===== config.mk =====
export PLATFORM = sky130hd
export DESIGN_NAME = round_robin_task_scheduler_core
export DESIGN_NICKNAME = d
export VERILOG_FILES = /design/src/sv/rrts_pkg.sv /design/src/sv/rrts_alu.sv /design/src/sv/rrts_store.sv /design/src/sv/round_robin_task_scheduler_core.sv
export SDC_FILE = /design/constraint.sdc
export NUM_CORES = 1
export LEC_CHECK = 0
export BUFFER_PORTS_ARGS = -buffer_cell sky130_fd_sc_hd__buf_4
export CAP_MARGIN = 10
export CORE_MARGIN = 2
export CORE_UTILIZATION = 58
export DETAILED_ROUTE_END_ITERATION = 6
export HOLD_SLACK_MARGIN = 0.03
export PLACE_DENSITY = 0.82
export REMOVE_ABC_BUFFERS = 1
export SETUP_SLACK_MARGIN = 0.15
export SLEW_MARGIN = 0
export SYNTH_ARGS = -nofsm -noshare
export SYNTH_HDL_FRONTEND = slang
export SYNTH_HIERARCHICAL = 1
export SYNTH_SLANG_ARGS = --single-unit

===== constraint.sdc =====
create_clock -name clk_i -period 7.4 [get_ports clk_i]
set_input_delay 0.37 -clock clk_i [delete_from_list [all_inputs] [get_ports clk_i]]
set_output_delay 0.37 -clock clk_i [all_outputs]
set_load 0.005 [all_outputs]

===== src/sv/rrts_pkg.sv =====
package rrts_pkg;

  typedef enum logic [2:0] {
    OP_CREATE = 3'd0,
    OP_DELAY  = 3'd1,
    OP_FINISH = 3'd2,
    OP_PICK   = 3'd3,
    OP_CLEAR  = 3'd4
  } op_e;

  typedef enum logic [2:0] {
    RS_OK         = 3'd0,
    RS_FULL       = 3'd1,
    RS_NO_CURRENT = 3'd2,
    RS_NONE_READY = 3'd3,
    RS_NO_ACTIVE  = 3'd4
  } status_e;

  typedef enum logic [1:0] {
    SS_UNUSED   = 2'd0,
    SS_READY    = 2'd1,
    SS_BLOCKED  = 2'd2,
    SS_FINISHED = 2'd3
  } slot_state_e;

  typedef enum logic [3:0] {
    FSM_IDLE  = 4'b0001,
    FSM_CHECK = 4'b0010,
    FSM_SCAN  = 4'b0100,
    FSM_DONE  = 4'b1000
  } fsm_e;

  // Write strobes from the sequencer to the slot store.
  typedef struct packed {
    logic clear;
    logic st_we;
    logic wake_we;
  } store_ctrl_t;

  localparam int TimeW = 32;

endpackage


===== src/sv/rrts_alu.sv =====
module rrts_alu (
  input  logic [rrts_pkg::TimeW-1:0] a_i,
  input  logic [rrts_pkg::TimeW-1:0] b_i,
  input  logic                       sub_i,
  output logic [rrts_pkg::TimeW-1:0] sum_o,
  output logic                       carry_o
);
  import rrts_pkg::*;

  logic [TimeW:0] sum;
  logic [TimeW-1:0] b_op;

  // In subtract mode a set carry means no borrow, that is a >= b.
  assign b_op    = sub_i ? ~b_i : b_i;
  assign sum     = {1'b0, a_i} + {1'b0, b_op} + {{TimeW{1'b0}}, sub_i};
  assign sum_o   = sum[TimeW-1:0];
  assign carry_o = sum[TimeW];

endmodule


===== src/sv/rrts_store.sv =====
module rrts_store #(
  parameter int  NUM_SLOTS = 10,
  localparam int IW        = $clog2(NUM_SLOTS)
) (
  input  logic                        clk_i,
  input  logic                        rst_ni,
  input  rrts_pkg::store_ctrl_t       ctrl_i,
  input  logic [IW-1:0]               st_idx_i,
  input  rrts_pkg::slot_state_e       st_wr_val_i,
  output rrts_pkg::slot_state_e       st_rd_o,
  input  logic [rrts_pkg::TimeW-1:0]  wake_wr_data_i,
  input  logic [IW-1:0]               wake_rd_idx_i,
  output logic [rrts_pkg::TimeW-1:0]  wake_rd_o
);
  import rrts_pkg::*;

  slot_state_e          st_q [NUM_SLOTS];
  logic [TimeW-1:0]     wake_mem [NUM_SLOTS];
  logic [TimeW-1:0]     wake_rd_q;

  always_ff @(posedge clk_i or negedge rst_ni) begin
    if (!rst_ni) begin
      for (int i = 0; i < NUM_SLOTS; i++) st_q[i] <= SS_UNUSED;
    end else if (ctrl_i.clear) begin
      for (int i = 0; i < NUM_SLOTS; i++) st_q[i] <= SS_UNUSED;
    end else if (ctrl_i.st_we) begin
      st_q[st_idx_i] <= st_wr_val_i;
    end
  end

  assign st_rd_o = st_q[st_idx_i];

  // Wake times are only read for blocked slots, which a delay has always
  // written, so the memory needs no clearing.
  always_ff @(posedge clk_i) begin
    if (ctrl_i.wake_we) begin
      wake_mem[st_idx_i] <= wake_wr_data_i;
    end
    wake_rd_q <= wake_mem[wake_rd_idx_i];
  end

  assign wake_rd_o = wake_rd_q;

endmodule


===== src/sv/round_robin_task_scheduler_core.sv =====
// Channel  | Direction | Handshake               | Payload
// ---------+-----------+-------------------------+-------------------------------------
// in       | input     | in_valid_i / in_stall_o | operation_i, now_ms_i, delay_ms_i
// out      | output    | out_valid_o/ out_stall_i| status_o, slot_o, active_count_o
//
// Create and pick scan one slot per cycle through the shared slot store and
// adder; delay and finish check and update the current slot once, while clear and
// the early refusals go straight to the result stage.
// The input is stalled while an item is in work; a result waiting in the
// output register does not block the next item until that item is done.
// Reset (and the clear operation) marks all slots unused with no current task.
module round_robin_task_scheduler_core #(
  parameter int NUM_SLOTS = 10
) (
  input  logic        clk_i,
  input  logic        rst_ni,
  input  logic        in_valid_i,
  output logic        in_stall_o,
  input  logic [2:0]  operation_i,
  input  logic [31:0] now_ms_i,
  input  logic [30:0] delay_ms_i,
  output logic        out_valid_o,
  input  logic        out_stall_i,
  output logic [2:0]  status_o,
  output logic [3:0]  slot_o,
  output logic [3:0]  active_count_o
);
  import rrts_pkg::*;

  localparam int IW = $clog2(NUM_SLOTS);
  localparam int LW = $clog2(NUM_SLOTS + 1);
  localparam logic [IW-1:0] LastIdx = IW'(NUM_SLOTS - 1);

  fsm_e             state_q, state_d;
  op_e              op_q, op_d;
  logic [TimeW-1:0] now_q, now_d;
  logic [30:0]      dly_q, dly_d;
  logic [IW-1:0]    idx_q, idx_d;
  logic [IW-1:0]    cnt_q, cnt_d;
  logic [IW-1:0]    cur_q, cur_d;
  logic             curv_q, curv_d;
  logic [LW-1:0]    live_q, live_d;
  status_e          res_status_q, res_status_d;
  logic [IW-1:0]    res_slot_q, res_slot_d;
  logic             out_valid_q, out_valid_d;
  logic [2:0]       out_status_q, out_status_d;
  logic [3:0]       out_slot_q, out_slot_d;
  logic [3:0]       out_live_q, out_live_d;

  store_ctrl_t      ctrl;
  slot_state_e      st_wr_val;
  slot_state_e      st_rd;
  logic [TimeW-1:0] wake_rd;
  logic [TimeW-1:0] alu_b;
  logic [TimeW-1:0] alu_sum;
  logic             alu_carry;
  logic             alu_sub;
  logic [TimeW-1:0] wake_sat;
  logic [IW-1:0]    idx_next;
  logic [IW-1:0]    cur_next;
  logic             hit;
  logic             due;
  logic [IW+3:0]    slot_ext;
  logic [LW+3:0]    live_ext;

  rrts_store #(.NUM_SLOTS(NUM_SLOTS)) u_store (
    .clk_i          (clk_i),
    .rst_ni         (rst_ni),
    .ctrl_i         (ctrl),
    .st_idx_i       (idx_q),
    .st_wr_val_i    (st_wr_val),
    .st_rd_o        (st_rd),
    .wake_wr_data_i (wake_sat),
    .wake_rd_idx_i  (idx_d),
    .wake_rd_o      (wake_rd)
  );

  // Adds the delay during a delay, compares now against the wake time in a scan.
  assign alu_sub = (state_q == FSM_SCAN);
  assign alu_b   = alu_sub ? wake_rd : {1'b0, dly_q};

  rrts_alu u_alu (
    .a_i     (now_q),
    .b_i     (alu_b),
    .sub_i   (alu_sub),
    .sum_o   (alu_sum),
    .carry_o (alu_carry)
  );

  assign wake_sat = alu_carry ? {TimeW{1'b1}} : alu_sum;
  assign idx_next = (idx_q == LastIdx) ? '0 : idx_q + 1'b1;
  assign cur_next = (cur_q == LastIdx) ? '0 : cur_q + 1'b1;
  assign due      = (st_rd == SS_BLOCKED) && alu_carry;

  assign in_stall_o = (state_q != FSM_IDLE);

  always_comb begin
    state_d      = state_q;
    op_d         = op_q;
    now_d        = now_q;
    dly_d        = dly_q;
    idx_d        = idx_q;
    cnt_d        = cnt_q;
    cur_d        = cur_q;
    curv_d       = curv_q;
    live_d       = live_q;
    res_status_d = res_status_q;
    res_slot_d   = res_slot_q;
    out_valid_d  = out_valid_q && out_stall_i;
    out_status_d = out_status_q;
    out_slot_d   = out_slot_q;
    out_live_d   = out_live_q;
    ctrl         = '0;
    st_wr_val    = SS_READY;
    hit          = 1'b0;
    slot_ext     = '0;
    live_ext     = '0;

    unique case (state_q)
      FSM_IDLE: begin
        if (in_valid_i) begin
          op_d         = op_e'(operation_i);
          now_d        = now_ms_i;
          dly_d        = delay_ms_i;
          res_slot_d   = '0;
          res_status_d = RS_OK;
          cnt_d        = '0;
          state_d      = FSM_DONE;
          unique case (op_e'(operation_i))
            OP_CREATE: begin
              if (live_q >= LW'(NUM_SLOTS)) begin
                res_status_d = RS_FULL;
              end else begin
                idx_d   = '0;
                state_d = FSM_SCAN;
              end
            end
            OP_DELAY, OP_FINISH: begin
              if (!curv_q) begin
                res_status_d = RS_NO_CURRENT;
              end else begin
                idx_d   = cur_q;
                state_d = FSM_CHECK;
              end
            end
            OP_PICK: begin
              if (live_q == '0) begin
                res_status_d = RS_NO_ACTIVE;
              end else begin
                idx_d   = curv_q ? cur_next : '0;
                state_d = FSM_SCAN;
              end
            end
            OP_CLEAR: begin
              ctrl.clear = 1'b1;
              live_d     = '0;
              cur_d      = '0;
              curv_d     = 1'b0;
            end
            default: begin
            end
          endcase
        end
      end

      FSM_CHECK: begin
        state_d = FSM_DONE;
        if (st_rd == SS_READY) begin
          res_status_d = RS_OK;
          res_slot_d   = idx_q;
          ctrl.st_we   = 1'b1;
          if (op_q == OP_DELAY) begin
            st_wr_val    = SS_BLOCKED;
            ctrl.wake_we = 1'b1;
          end else begin
            st_wr_val = SS_FINISHED;
            if (live_q != '0) live_d = live_q - 1'b1;
          end
        end else begin
          res_status_d = RS_NO_CURRENT;
        end
      end

      FSM_SCAN: begin
        if (op_q == OP_CREATE) begin
          hit        = (st_rd == SS_UNUSED) || (st_rd == SS_FINISHED);
          ctrl.st_we = hit;
          if (hit) live_d = live_q + 1'b1;
        end else begin
          // A due blocked slot is woken and selected, just like a ready one.
          hit        = (st_rd == SS_READY) || due;
          ctrl.st_we = due;
          if (hit) begin
            cur_d  = idx_q;
            curv_d = 1'b1;
          end
        end
        if (hit) begin
          res_status_d = RS_OK;
          res_slot_d   = idx_q;
          state_d      = FSM_DONE;
        end else if (cnt_q == LastIdx) begin
          res_status_d = (op_q == OP_CREATE) ? RS_FULL : RS_NONE_READY;
          state_d      = FSM_DONE;
        end else begin
          idx_d = idx_next;
          cnt_d = cnt_q + 1'b1;
        end
      end

      FSM_DONE: begin
        if (!out_valid_q || !out_stall_i) begin
          slot_ext     = {4'b0, res_slot_q};
          live_ext     = {4'b0, live_q};
          out_valid_d  = 1'b1;
          out_status_d = res_status_q;
          out_slot_d   = slot_ext[3:0];
          out_live_d   = live_ext[3:0];
          state_d      = FSM_IDLE;
        end
      end

      default: begin
        state_d = FSM_IDLE;
      end
    endcase
  end

  always_ff @(posedge clk_i or negedge rst_ni) begin
    if (!rst_ni) begin
      state_q     <= FSM_IDLE;
      idx_q       <= '0;
      cnt_q       <= '0;
      cur_q       <= '0;
      curv_q      <= 1'b0;
      live_q      <= '0;
      out_valid_q <= 1'b0;
    end else begin
      state_q     <= state_d;
      idx_q       <= idx_d;
      cnt_q       <= cnt_d;
      cur_q       <= cur_d;
      curv_q      <= curv_d;
      live_q      <= live_d;
      out_valid_q <= out_valid_d;
    end
  end

  always_ff @(posedge clk_i) begin
    op_q         <= op_d;
    now_q        <= now_d;
    dly_q        <= dly_d;
    res_status_q <= res_status_d;
    res_slot_q   <= res_slot_d;
    out_status_q <= out_status_d;
    out_slot_q   <= out_slot_d;
    out_live_q   <= out_live_d;
  end

  assign out_valid_o    = out_valid_q;
  assign status_o       = out_status_q;
  assign slot_o         = out_slot_q;
  assign active_count_o = out_live_q;

`ifndef SYNTHESIS
  assert property (@(posedge clk_i) disable iff (!rst_ni) $onehot(state_q))
    else $error("sequencer state is not one-hot");

  assert property (@(posedge clk_i) disable iff (!rst_ni) live_q <= LW'(NUM_SLOTS))
    else $error("live task count exceeds the number of slots");

  assert property (@(posedge clk_i) disable iff (!rst_ni)
    in_valid_i && !in_stall_o |=> in_stall_o)
    else $error("a second item was taken while one is in work");

  assert property (@(posedge clk_i) disable iff (!rst_ni)
    out_valid_o && (status_o != RS_OK) |-> (slot_o == 4'd0))
    else $error("a refused item reports a non-zero slot");

  assert property (@(posedge clk_i) disable iff (!rst_ni)
    (state_q == FSM_DONE) && (res_status_q == RS_OK) && (op_q == OP_PICK)
      |-> curv_q && (cur_q == res_slot_q))
    else $error("picked slot does not match the current slot");
`endif

endmodule


==> reports/summary.txt, run 1 <==
global-route wire length before repair: 74,700 µm
worst path cell trace: nand2b_1 > or3_2 > clkinv_2 > buf_12 > nand2_1 > nand2_1 > mux2i_1 > fa_1 > nor2b_1 > o2111ai_1 > a21o_1 > a2111oi_0 > nor2_1 > o221ai_1 > a21o_1 > a21oi_1 > a21o_1 > nand2_1 > o311ai_0 > nand2b_1 > buf_4 > o22ai_1 > o31ai_2
CTS root buf: sky130_fd_sc_hd__clkbuf_16
CTS tree: built
outcome: finished clean
final routed wire length divided by cell count: 22.9 µm
Final Slew Violations: 0
fillcell total: 2,427
slowest cell on the critical path: sky130_fd_sc_hd__o311ai_0
maximum capacitance violations: 0
synthesized cell area: 21,100 µm²
cell total after placement: 1,993
Clock transition at path regs: 0.06 ns
count of cells along the worst hold path: 1
full die area: 38,000 µm²
shortest period the worst path allows: 6.57 ns
longest individual stage delay on the worst path: 0.80 ns
Crit Path Max Fanout: 34
Critical Path AT: 7.06 ns
Post-synth top flop: sky130_fd_sc_hd__edfxtp_1
kind of end point of the critical path: flip-flop
leakage component of the power: 0.00880 µW
net count of the finished layout: 1,762
vias in the first global route: 13,300
count of antenna-violating nets left after detailed routing: 0
pwr dens: 302 nW/µm²
area fraction of the dominant cell type after synthesis: 57.4%
number of remaining DRC errors: 0
most repeated cell in the gate-level netlist after synthesis: sky130_fd_sc_hd__edfxtp_1
actual slew at the worst max-slew pin: 1.03 ns
antenna violations before repair: 0
Final Cycle Share: 88.8%
post-CTS repair timing setup buffer count: 0
Total Power: 7400 µW
total iterations of the first detailed-routing run: 7
Netlist cell types: 76
worst hold path class: input port to flip-flop
Core Region: 35,700 µm²
leading post-synthesis cells by cell area: sky130_fd_sc_hd__edfxtp_1 (57%), sky130_fd_sc_hd__mux2_2 (5.0%), sky130_fd_sc_hd__dfrtp_1 (4.9%)
Longest Clk Path Bufs: 3
mean cell area of the mapped netlist: 14.1 µm²
number of synthesized register bits: 478
number of flops mapped to enable cells by yosys: 404
post-cts repair resize count: 0
unrepaired setup endpoints after global routing: no
TritonCTS sink count: 478
cell type with the largest total area after synthesis: sky130_fd_sc_hd__edfxtp_1
Vert. Die Dim: 195 µm
worst slack, placed: 0.996 ns
Data required, critical path: 7.89 ns
initial DRC count: 1,197
tightest hold margin: 0.0595 ns
Detailed Place HPWL: 27,400 µm
IR drop worst, VDD: 0.193 mV
Layout Cells excl Fill: 2,144
Worst Path Class, Setup: flip-flop to flip-flop
weighted congestion reported at the end of routability-driven placement: 0.939
setup slack after layout: 0.830 ns
# IOs: 83
Worst Reg2Reg Path Length in Cells: 23
routed vias: 13,300
Buffers on Ports: 82
Die W: 195 µm
placed instance area: 22,300 µm²
wire length reported by the detailed router: 49,200 µm
Clock Skew: 0.0232 ns
number of H-tree levels: 2
final instance area: 24,500 µm²
Finish-stage setup viols: 0
Yosys warning count: 6
overflow left after global routing: 0
share of flip-flops with an asynchronous set or reset: 8.79%
proportion of synthesized chip area in sequential cells: 65.4%
post-synthesis instance total: 1,503
pin count of the biggest net entering global routing: 117
Initial Util: 59.1%
Fmax achieved: 0.152 GHz
vias per cell: 6.18
Final Hold Fails: 0
total CTS buffers: 47
most used standard cells in the synthesized netlist: sky130_fd_sc_hd__edfxtp_1 (404), sky130_fd_sc_hd__nand2_1 (170), sky130_fd_sc_hd__mux2_2 (93)
latest clock arrival within the worst-skew pair: 0.58 ns
layout overhead on the synthesized area: 15.8%
Worst setup SP type: flip-flop
placement row count: 69
combined global-route utilization of all metal layers: 25.7%
share of layout cells above drive strength 1: 21.7%
antenna diode instance count: 0
worst slew slack as a fraction of its limit: 31.4%
-- layer usage --
metal,vias to the layer above,track usage (%),share of wire [%]
met3,107,4.06,7.6
met1,6592,35.0,41
met2,592,42.6,49
li1,5965,-,-
met4,0,8.68,2.8
met5,-,0,0
-- report_power, final --
group	leakage, µW	internal (µW)	switching, µW
Combinational	0.00356	629	930
Sequential	0.00448	3360	102
Clock	0.000759	1400	980
-- worst paths after layout --
check                           startpoint                     to  slack (ns)
setup / recovery                state_q[2]  u_store/wake_rd_o[21]        0.83
hold / removal              operation_i[1]                op_q[1]        0.06
setup reg to reg                state_q[2]  u_store/wake_rd_o[21]        0.83
hold reg to reg            res_status_q[0]            status_o[0]        0.42
max in group asynchronous           rst_ni               cur_q[3]        6.67
min in group asynchronous           rst_ni        u_store/st_q[8]        0.33
-- per-stage QoR --
stage / TNS, ns / utilization [%]
2_1_floorplan: -725.77 / -
3_3_place_gp: 0 / 62.3
6_report: 0 / 68.5
4_1_cts: 0 / 68.5
5_1_grt: 0 / 68.5
3_5_place_dp: 0 / 62.3
-- layout make-up --
| type | instances | area, µm² | area share (%) |
|---|---|---|---|
| sequential | 478 | 13800 | 56.5 |
| tap | 461 | 577 | 2.36 |
| clock buffer | 62 | 1290 | 5.29 |
| timing repair buffer | 169 | 1490 | 6.10 |
| clock inverter | 24 | 244 | 0.997 |
| inverter | 26 | 98.8 | 0.404 |
| multi-input combinational | 924 | 6940 | 28.4 |
-- critical path: cells and delay by family (launching register included) --
kind	cells	cell delay, ns
buffers and inverters	3	0.82
adder cells (fa/ha/maj)	1	0.30
AND/OR/NAND/NOR	8	1.59
multiplexers	1	0.36
flip-flops	1	0.51
AO/OA/AOI/OAI	10	2.83
-- registers in the layout (all words and copies together) (netlist names), 20 cells and up --
signal / cells
u_store/wake_rd_o: 32
now_q: 32
dly_q: 31
u_store/st_q: 20
u_store/wake_mem: 320
-- repair_timing --
action                                  4_1_cts  5_1_grt
endpoints found under the setup margin        0        0
endpoints found under the hold margin       105        0
hold buffers                                 65        0
-- cells by family (layout without fill, tap and decap cells) --
| group | Yosys count | in the layout | share of synthesized area, % |
|---|---|---|---|
| DFF | 478 | 478 | 65.4 |
| adders and majority gates | 46 | 46 | 2.79 |
| muxes | 171 | 171 | 8.90 |
| and+or+nand+nor | 353 | 353 | 8.09 |
| buffers and inverters | 101 | 281 | 2.24 |
| AOI/OAI and AO/OA | 294 | 294 | 10.1 |
| xor gates and xnor gates | 60 | 60 | 2.49 |
-- cell usage in the layout (no fill, tap or decap), drive strengths merged, types with 6 or more instances in the layout --
cell type	synthesis	final
nand4	15	15
nor2b	6	6
nand3	31	31
ha	44	44
nand2b	6	6
dfxtp	32	32
buf	28	104
edfxtp	404	404
a22o	32	32
o22ai	36	36
nor3	6	6
or2	34	34
nand2	170	170
nand3b	8	8
a21oi	60	60
inv	26	25
and2	7	7
nor2	43	43
o31ai	39	39
xor2	44	44
a31oi	7	7
dlygate4sd3	0	65
mux2	96	96
o21bai	7	7
clkbuf	47	62
a21o	24	24
o211ai	6	6
o21ai	42	42
xnor2	16	16
dfrtp	41	41
a211oi	6	6
mux2i	71	71
clkinv	0	19
(Power assumes the default switching activity.)
==> run 2, diff against run 1 <==
--- a/config.mk
+++ b/config.mk
@@ -8,7 +8,7 @@
 export BUFFER_PORTS_ARGS = -buffer_cell sky130_fd_sc_hd__buf_4
 export CAP_MARGIN = 10
 export CORE_MARGIN = 2
-export CORE_UTILIZATION = 58
+export CORE_UTILIZATION = 56
 export DETAILED_ROUTE_END_ITERATION = 6
 export HOLD_SLACK_MARGIN = 0.03
 export PLACE_DENSITY = 0.82
==> constraint.sdc (replaced) <==
create_clock -name clk_i -period 5.91 [get_ports clk_i]
set_input_delay 0.2955 -clock clk_i [delete_from_list [all_inputs] [get_ports clk_i]]
set_output_delay 0.2955 -clock clk_i [all_outputs]
set_load 0.005 [all_outputs]
==> reports/summary.txt, run 2 (synthesis gave the netlist of run 1 again) <==
TritonCTS sink count: 478 (unchanged)
Buffers on Ports: 82 (unchanged)
most common cell after layout, fill and taps aside: sky130_fd_sc_hd__edfxtp_1
number of remaining DRC errors: 0 (unchanged)
overflow left after global routing: 0 (unchanged)
IR drop worst, VDD: 0.195 mV (+0.90%)
Total Power: 9620 µW (+30%)
Comb pwr share: 22.3% (+1.2 points)
flip-flop count of the largest register after layout: 320 (unchanged)
# IOs: 83 (unchanged)
outcome: finished clean
final instance area: 25,200 µm² (+3.1%)
internal reg-to-reg setup slack: 0.43 ns (-0.40 ns)
total iterations of the first detailed-routing run: 5 (-2)
Data required, critical path: 6.35 ns (-1.54 ns)
placement row count: 71 (+2.9%)
Initial Util: 56.5% (-2.6 points)
Vert. Die Dim: 198 µm (+1.7%)
pwr dens: 381 nW/µm² (+26%)
longest individual stage delay on the worst path: 0.42 ns (-0.38 ns)
net count of the finished layout: 1,813 (+2.9%)
slowest cell on the critical path: sky130_fd_sc_hd__or3_4
power share of the clock group: 32.7% (+0.5 points)
worst slew slack as a fraction of its limit: 28.8% (-2.6 points)
final-layout setup total negative slack: 0 ns (unchanged)
shortest period the worst path allows: 5.48 ns (-1.09 ns)
actual slew at the worst max-slew pin: 1.07 ns (+0.0390 ns)
Final Cycle Share: 92.7% (+3.9 points)
Longest Clk Path Bufs: 3 (unchanged)
sw power: 2620 µW (+30%)
Layout Cells excl Fill: 2,245 (+4.7%)
Final Slew Violations: 0 (unchanged)
global-route wire length before repair: 76,300 µm (+2.1%)
Top reg by flops: u_store/wake_mem
Worst Path Class, Setup: flip-flop to flip-flop
total CTS buffers: 47 (unchanged)
Detailed Place HPWL: 29,600 µm (+8.2%)
CTS root buf: sky130_fd_sc_hd__clkbuf_16
initial DRC count: 1,338 (+12%)
weighted congestion reported at the end of routability-driven placement: 0.975 (+3.9%)
Clock Skew: 0.0254 ns (+0.00223 ns)
unrepaired setup endpoints after global routing: no
most frequent cells in the layout: sky130_fd_sc_hd__edfxtp_1 (404), sky130_fd_sc_hd__nand2_1 (169), sky130_fd_sc_hd__buf_4 (133)
Finish-stage setup viols: 0 (unchanged)
wire length reported by the detailed router: 51,700 µm (+5.0%)
internal power: 7000 µW (+30%)
leakage component of the power: 0.00916 µW (+4.1%)
kind of end point of the critical path: flip-flop
share of total power in sequential cells: 45.0% (-1.7 points)
vias in the first global route: 13,500 (+0.97%)
latest clock arrival within the worst-skew pair: 0.58 ns (about the same)
maximum capacitance violations: 0 (unchanged)
combined global-route utilization of all metal layers: 25.9% (+0.19 points)
Final Hold Fails: 0 (unchanged)
worst hold path class: input port to flip-flop
pin count of the biggest net entering global routing: 66 (-44%)
full die area: 39,300 µm² (+3.5%)
share of layout cells above drive strength 1: 24.3% (+2.6 points)
final routed wire length divided by cell count: 23.0 µm (+0.31%)
antenna diode instance count: 0 (unchanged)
CTS tree: built
Clock transition at path regs: 0.06 ns (about the same)
Fmax achieved: 0.182 GHz (+20%)
Worst setup SP type: flip-flop
Die W: 198 µm (+1.7%)
routed vias: 13,600 (+2.9%)
Crit Path Max Fanout: 22 (-35%)
vias per cell: 6.08 (-1.7%)
cell total after placement: 2,081 (+4.4%)
fillcell total: 2,501 (+3.0%)
antenna violations before repair: 0 (unchanged)
sw frac: 27.3% (+0.063 points)
layout overhead on the synthesized area: 19.4%
Core Region: 37,400 µm² (+4.6%)
placed instance area: 22,700 µm² (+2.1%)
count of antenna-violating nets left after detailed routing: 0 (unchanged)
number of H-tree levels: 2 (unchanged)
Critical Path AT: 5.92 ns (-1.14 ns)
-- run 2: power by group through the flow --
stage	clock network, µW	logic (µW)	registers, µW
2_1_floorplan	0	1920	4340
3_3_place_gp	0	1910	4380
3_5_place_dp	0	1990	4390
4_1_cts	3180	2040	4320
5_1_grt	3300	2320	4340
6_report	3150	2150	4320
-- run 2: path summary, 6_finish.rpt --
| check | endpoint | start | cells after the start |
|---|---|---|---|
| worst max-delay path | u_store/wake_rd_o[16] | state_q[0] | 25 |
| worst min-delay path | state_q[1] | in_valid_i | 3 |
| worst max register to register | u_store/wake_rd_o[16] | state_q[0] | 25 |
| worst min register to register | slot_o[3] | res_slot_q[3] | 0 |
| max in group asynchronous | idx_q[2] | rst_ni | 2 |
| min in group asynchronous | cnt_q[3] | rst_ni | 2 |
-- run 2: repair_timing --
action,4_1_cts,5_1_grt
endpoints found under the hold margin,108,0
pin swaps,1,5
endpoints found under the setup margin,32,42
buffers inserted,1,5
hold buffers,68,0
cloned,0,4
gates resized for setup,0,14
-- run 2: area by class of cell --
class	instances	area [µm²]	share of cell area [%]
clock buffers	63	1330	5.26
clock inverters	23	297	1.17
inverters	26	106	0.421
multi-input cells	924	6980	27.6
flip-flops and latches	478	13800	54.8
well taps	511	639	2.53
repair buffers	220	2070	8.20
-- run 2: worst max-delay path: cells and delay by family, from the launching register on --
family	cells	cell delay, ns
AND/OR/NAND/NOR	9	1.71
AO/OA/AOI/OAI	10	1.96
buffers and inverters	4	0.72
flip-flops	1	0.37
adder cells (fa/ha/maj)	1	0.26
multiplexers	1	0.28
-- run 2: per-layer routing --
| metal | global-route usage, % | wire, µm | part of all wire (%) | vias to the layer above |
|---|---|---|---|---|
| li1 | - | - | - | 6092 |
| met1 | 34.1 | 20600 | 40 | 6749 |
| met2 | 44.1 | 25400 | 49 | 691 |
| met3 | 4.24 | 4260 | 8.2 | 115 |
| met4 | 8.52 | 1470 | 2.8 | 0 |
| met5 | 0 | 0 | 0 | - |
-- run 2: metrics by stage --
stage	setup slack [ns]	hold slack, ns	util [%]
final	0.430	0.123	67.5
after global routing	0.210	0.118	67.5
after CTS	0.154	0.0867	67.0
after detailed placement	0.0892	0.328	60.8
after global placement	0.313	0.324	60.8
after floorplan	-23.38	-0.0000911	-
